`src/rtl/rhps_sqrt.sv`:
```
// Pipelined digit-by-digit integer square root, two root bits per stage,
// with a side band that travels alongside. No package dependency.
module rhps_sqrt #(
	parameter int N      = 25,
	parameter int SIDE_W = 8
) (
	input  logic              clk,
	input  logic              arst_n,
	input  logic              valid,
	input  logic [2*N-1:0]    square,
	input  logic [SIDE_W-1:0] side_band,
	output logic              res_valid,
	output logic [N-1:0]      root,
	output logic [SIDE_W-1:0] res_side
);
	localparam int STAGES = (N + 1) / 2;

	logic              vld_s  [STAGES+1];
	logic [2*N-1:0]    sq_s   [STAGES+1];
	logic [N+1:0]      rem_s  [STAGES+1];
	logic [N-1:0]      root_s [STAGES+1];
	logic [SIDE_W-1:0] side_s [STAGES+1];

	assign vld_s[0]  = valid;
	assign sq_s[0]   = square;
	assign rem_s[0]  = '0;
	assign root_s[0] = '0;
	assign side_s[0] = side_band;

	for (genvar j = 0; j < STAGES; j++) begin : g_stage
		logic [2*N-1:0] sq_n;
		logic [N+1:0]   rem_n;
		logic [N-1:0]   root_n;

		always_comb begin
			logic [N+1:0] acc;
			logic [N+1:0] trial;
			sq_n   = sq_s[j];
			rem_n  = rem_s[j];
			root_n = root_s[j];
			for (int t = 0; t < 2; t++) begin
				if (2 * j + t < N) begin
					acc   = {rem_n[N-1:0], sq_n[2*N-1 -: 2]};
					trial = {root_n, 2'b01};
					sq_n  = sq_n << 2;
					if (acc >= trial) begin
						rem_n  = acc - trial;
						root_n = {root_n[N-2:0], 1'b1};
					end else begin
						rem_n  = acc;
						root_n = {root_n[N-2:0], 1'b0};
					end
				end
			end
		end

		always_ff @(posedge clk or negedge arst_n) begin
			if (!arst_n) begin
				vld_s[j+1] <= 1'b0;
			end else begin
				vld_s[j+1] <= vld_s[j];
			end
		end

		always_ff @(posedge clk) begin
			sq_s[j+1]   <= sq_n;
			rem_s[j+1]  <= rem_n;
			root_s[j+1] <= root_n;
			side_s[j+1] <= side_s[j];
		end
	end

	assign res_valid = vld_s[STAGES];
	assign root      = root_s[STAGES];
	assign res_side  = side_s[STAGES];

endmodule

```
`config.mk`:
```
export PLATFORM = sky130hd
export DESIGN_NAME = rhps_sqrt
export DESIGN_NICKNAME = d
export VERILOG_FILES = /design/src/rtl/rhps_sqrt.sv
export SDC_FILE = /design/constraint.sdc
export NUM_CORES = 2
export LEC_CHECK = 0
export BUFFER_PORTS_ARGS = -buffer_cell sky130_fd_sc_hd__buf_2
export CORE_UTILIZATION = 50
export CTS_CLUSTER_DIAMETER = 80
export CTS_CLUSTER_SIZE = 12
export DETAILED_ROUTE_END_ITERATION = 6
export PLACE_DENSITY = 0.66
export SLEW_MARGIN = 20
export SYNTH_ARGS = -nofsm -noshare
export SYNTH_HDL_FRONTEND = slang
export SYNTH_SLANG_ARGS = --single-unit
export TNS_END_PERCENT = 50
```
`constraint.sdc`:
```
create_clock -name clk -period 6.1 [get_ports clk]
set_input_delay 0.305 -clock clk [delete_from_list [all_inputs] [get_ports clk]]
set_output_delay 0.305 -clock clk [all_outputs]
set_load 0.03 [all_outputs]
```
**Word level (Yosys, flattened, before mapping)**

Index checks and enable logic that the tools add are counted.

- Register bits after elaboration: 886
- Bits of input ports: 61
- Output and inout port bits: 34

- Add/sub/neg operators: 24
- $lt $le $gt $ge: 25
- Muxes and demuxes: 49

Operators by type and width:

| operator | number |
|---|---|
| $mux 25 | 24 |
| $ge 27x10->1 | 1 |
| $ge 27x11->1 | 1 |
| $ge 27x12->1 | 1 |
| $ge 27x13->1 | 1 |
| $ge 27x14->1 | 1 |
| $ge 27x15->1 | 1 |
| $ge 27x16->1 | 1 |
| $ge 27x17->1 | 1 |
| $ge 27x18->1 | 1 |
| $ge 27x19->1 | 1 |
| $ge 27x20->1 | 1 |
| $ge 27x21->1 | 1 |
| $ge 27x22->1 | 1 |
| $ge 27x23->1 | 1 |
| $ge 27x24->1 | 1 |
| $ge 27x25->1 | 1 |
| $ge 27x26->1 | 1 |
| $ge 27x3->1 | 1 |
| $ge 27x4->1 | 1 |
| $ge 27x5->1 | 1 |
| $ge 27x6->1 | 1 |
| $ge 27x7->1 | 1 |
| $ge 27x8->1 | 1 |
| 27 further kinds | 51 |

**Longest topological paths before layout**

- Depth after elaboration: 4
- Depth in mapped cells: 26

**Least setup slack after synthesis**

OpenSTA, ideal clock, no wires.

- Path type: register -> register
- Start: reg root_s[89] in the netlist's numbering
- End: reg rem_s[60] in the netlist's numbering
- Library setup time: 0.121 ns
- Arrival: 5.097 ns
- Data required time: 5.979 ns
- Slack: 0.882 ns
- Stages on the path, launching flop included: 24
- Path buffers: 2
- Cell sequence: dfxtp_1 inv_1 ha_1 and3_1 nand4_1 or3_1 o221ai_1 or2_2 clkbuf_1 mux2_2 ha_1 a21oi_1 nor2b_1 o21ai_0 nand2b_1 a21o_1 a21o_1 and3_1 a2111o_1 a31oi_2 and2_1 inv_2 buf_2 mux2_2

- Longest elaborated chain between the ends: 4
- Elaborated cells on any way between the ends: 7
- Classes of those cells: add/sub (2); order compare (2); mux (3)

Ends and longest elaborated chain:

| what | RTL line | text |
|---|---|---|
| start: declaration | 21 | `logic [N-1:0] root_s [STAGES+1];` |
| start signal: indexed assignment | 68 | `root_s[j+1] <= root_n;` |
| $ge 27x22->1 * | 46 | `if (acc >= trial) begin` |
| $mux 1 * | 46 |  |
| named net g_stage[10].$5.trial[2] | 37 | `logic [N+1:0] trial;` |
| $sub 25x23->25 or $ge 27x23->1 (tied branches) | 47, 46 |  |
| $mux 25 * | 46 |  |
| named net g_stage[10].rem_n[6] | 32 | `logic [N+1:0] rem_n;` |
| end signal: indexed assignment | 67 | `rem_s[j+1] <= rem_n;` |
| end: declaration | 20 | `logic [N+1:0] rem_s [STAGES+1];` |

The timed path passes the listed nets; every way through them passes the cells marked *.

**Final worst setup path**

- Start: reg root_s[92] in the netlist's numbering
- End: reg rem_s[78] in the netlist's numbering

- Longest elaborated chain between the ends: 4
- Elaborated cells on any way between the ends: 7
- Classes of those cells: add/sub (2); order compare (2); mux (3)

Ends and longest elaborated chain:

| what | RTL line |
|---|---|
| $sub 25x22->25 or $ge 27x22->1 (tied branches) | 47, 46 |
| $mux 25 or $mux 1 (tied branches) | 46 |
| $sub 25x23->25 or $ge 27x23->1 (tied branches) | 47, 46 |
| $mux 25 * | 46 |
| named net g_stage[10].rem_n[24] | 32 |

Marks and branches as above.

==> metrics.md <==
| Metric | Value |
|---|---|
| Outcome | `completed` |
| Lkg Pwr | `approximately 22 nW` |
| RSZ-0062 raised after global routing | `no` |
| FF+latch count, synth | `871` |
| CP Capture Type | `flop` |
| Share of post-route cells with drive strength above 1 | `0.08511` |
| IO buf count | `94` |
| Mapped Area | `0.04305 sq mm` |
| Commonest non-fill, non-tap cell in the layout | `dfxtp_1` |
| 1st-pass router iterations | `5` |
| R2r setup slk | `approximately 0.36 ns` |
| Post-Route WL | `104100 um` |
| DR vias | `about 34000` |
| Internal cell power | `between 0.01 and 0.015 W` |
| H-tree Lvls | `3` |
| Final Util | `0.5615` |
| Worst-Margin Slew | `approximately 0.90 ns` |
| Logic gate share of total power | `0.349` |
| First-pass GRT wire length | `~170000 um` |
| Fin crit period | `about 5.7 ns` |
| Core area | `around 0.085 sq mm` |
| Dpl cells | `5932` |
| Clock share of power | `0.252` |
| R2R depth | `20` |
| Share of the synthesized area in the top cell type | `0.3990` |
| Hold WC Path Type | `primary input to async pin` |
| Slew headroom | `0.3928` |
| Launching point of the worst reg2reg path | `root_s[92]$_DFF_P_` |
| CP arrival | `roughly 6.3 ns` |
| CP Buf/Inv Count | `2` |
| Sequential share of the synthesized area | `0.4065` |
| CTS tree | `yes` |
| Commonest cells after routing, fill and taps aside | `dfxtp_1, nor2_1, a21oi_1` |
| Peak VDD IR | `between 0.3 and 0.4 mV` |
| Remaining Overflow, GRT | `0` |
| Critical R2R Capture | `rem_s[78]$_DFF_P_` |
| Main synth FF type | `dfxtp_1` |
| Die ar. | `0.08728 sq mm` |
| Switching fraction of total power | `0.3505` |
| Initial antenna violation count | `1` |
| Placed cell area | `between 0.04 and 0.05 sq mm` |
| Routability Congestion | `about 0.95` |
| Flop pwr share | `0.399` |
| Num CTS Buffers | `84` |
| Die Span X | `a little under 300 um` |
| Avg Cell Area, Syn | `between 9 and 10 sq um` |
| # diodes | `0` |
| Post-synth EDFFs | `0` |
| DRT iter0 DRCs | `between 2000 and 2500` |
| Layout Nets | `about 5300` |
| Final Hold Fails | `0` |
| Clock sink count | `between 800 and 900` |
| Area delta synth->final | `11.23%` |
| Main area contributors after synthesis | `dfxtp_1, ha_1, xnor2_1` |
| Syn Inst Count | `between 4000 and 5000` |
| CP cell instances | `inv_1 > ha_1 > and3_1 > nand4_1 > or3_1 > o221ai_4 > or2_2 > clkinvlp_4 > o21ai_0 > ha_1 > a21o_1 > a21o_1 > a21o_1 > a21o_1 > a21oi_1 > o21ai_0 > a31oi_1 > o31ai_1 > a211oi_1 > mux2_2` |
| DRC | `0` |
| Setup tns final | `0 ns` |
| Initial Util | `0.5048` |
| WL/cell | `around 17 um` |
| Required @ worst endpoint | `approximately 6.6 ns` |
| Area leader, netlist | `dfxtp_1` |
| CP startpoint kind | `flop` |
| DP HPWL | `81320 um` |
| Cell Rows | `approximately 110` |
| Via/cell ratio | `5.543` |
| Fin area | `between 0.04 and 0.05 sq mm` |
| Top cell by count, worst path | `a21o_1` |
| Largest net degree at the start of global routing | `38` |
| Pwr Total | `around 0.018 W` |
| Crit-path max FO | `12` |
| Crit share post-route | `0.9411` |
| Clk slew on worst S/H paths | `~0.060 ns` |
| Routed Antenna Nets | `0` |
| CTS Root Cell | `clkbuf_16` |
| Vias in the first global route | `about 32000` |
| Power per cell area | `slightly below 400 mW/mm^2` |
| Slowest cell on crit path | `or3_1` |
| Fin. max-slew vios | `0` |
| Yosys warning total | `0` |
| Max capacitance violation total | `0` |
| Highest Clock Rate | `approximately 170 MHz` |
| Max incr delay on CP | `0.48 ns` |
| Crit path kind | `flop to flop` |
| Synth cell types | `103` |
| Clock buffer depth | `3` |
| Fill cells | `around 8000` |
| Post-Layout Cell Count | `6102` |
| Worst path top cell family by delay | `compound AO/OA/AOI/OAI gates` |
| Final setup vio count | `0` |
| GR Util All Layers | `0.2376` |
| Die Ht | `just under 300 um` |
| Clk_skew | `around 0.029 ns` |
| Worst skew pair latency | `between 0.6 and 0.7 ns` |
| Sw Pwr | `between 0.006 and 0.007 W` |
| # IOs | `95` |
| Post-synth ARST share | `0.01493` |
[Yosys cell counts (30+ instances only)]
master	instances
xor2_1	139
nor3_1	98
nand2b_1	58
ha_1	348
xnor2_1	271
nor2b_1	56
o211ai_1	30
clkbuf_1	74
nor4_1	48
a21o_1	141
inv_1	304
mux2_2	75
nand3_1	101
a31oi_1	51
a21oi_1	359
o21a_1	68
o21ai_0	223
dfxtp_1	858
o21bai_1	33
nand2_1	330
and2_1	39
and3_1	44
nand4_1	61
o31ai_1	35
or3_1	42
a211oi_1	35
or2_2	33
nor2_1	373
[sequential cells by signal (all words and copies together) (netlist names)]
signal            cells
vld_s                12
side_s               96
g_stage.$5.trial     24
res_side              8
root                 25
root_s              132
g_stage.$5.acc       49
res_valid             1
rem_s               260
g_stage.sq_n        242
sq_s                 22
[cells by family (layout without fill, tap and decap cells)]
| logic type | after synthesis | in the layout | synth area share |
|---|---|---|---|
| simple gates | 1426 | 1426 | 0.1682 |
| compound gates | 1175 | 1175 | 0.1766 |
| flops | 871 | 871 | 0.4065 |
| buf+inv | 426 | 628 | 0.03929 |
| xor+xnor | 410 | 410 | 0.08341 |
| fa+ha+maj | 348 | 348 | 0.1011 |
| mux | 97 | 97 | 0.02473 |
| other cells | 1 | 3 | 0.00008711 |
[layout make-up]
class / count / area [sq um] / share of cell area
clock buffer: 97 / 2235 / 0.04667
multi-input combinational: 3459 / 23920 / 0.4996
sequential: 871 / 17500 / 0.3655
inverter: 311 / 1175 / 0.02454
timing repair buffer: 213 / 1533 / 0.03201
tap: 1144 / 1431 / 0.02989
clock inverter: 7 / 85.08 / 0.001777
[worst max path at each step]
| stage | from | end | slack (ns) | cells past startpoint |
|---|---|---|---|---|
| after CTS | root_s[90]$_DFF_P_ | rem_s[78]$_DFF_P_ | 0.1 | 22 |
| after floorplan | root_s[89]$_DFF_P_ | rem_s[60]$_DFF_P_ | 0.88 | 23 |
| after global placement | root_s[90]$_DFF_P_ | rem_s[78]$_DFF_P_ | 0.21 | 22 |
| after detailed placement | root_s[90]$_DFF_P_ | rem_s[78]$_DFF_P_ | 0.15 | 22 |
| after global routing | root_s[90]$_DFF_P_ | rem_s[67]$_DFF_P_ | 0.003 | 22 |
| final | root_s[92]$_DFF_P_ | rem_s[78]$_DFF_P_ | 0.36 | 20 |
[power by group through the flow]
stage          registers (W)  clock network, W  logic (W)
6_report             0.00735           0.00463    0.00642
5_1_grt              0.00745           0.00501    0.00713
4_1_cts              0.00735           0.00478    0.00633
3_5_place_dp         0.00747                 0    0.00626
3_3_place_gp         0.00747                 0    0.00620
2_1_floorplan        0.00717                 0    0.00500
[timing repair]
action / in CTS / in global routing
hold buffers: 61 / 0
gates resized for setup: 0 / 15
setup endpoints to repair: 0 / 61
endpoints found under the hold margin: 74 / 0
setup buffers: 0 / 5
[layer usage]
metal / part of all wire / global-route usage / vias to the layer above
met1: 0.48 / 0.3312 / 15580
met5: 0 / 0 / -
met3: 0.053 / 0.03210 / 172
li1: - / - / 17190
met2: 0.45 / 0.3824 / 894
met4: 0.025 / 0.06710 / 0
[stage by stage]
step	setup slack (ns)	hold WS (ns)
after floorplan	0.8818	0.009409
after global placement	0.2094	0.1915
after detailed placement	0.1512	0.2040
after CTS	0.09721	0.04423
after global routing	0.002572	0.09079
final	0.3594	0.07610
(Power assumes the default switching activity.)
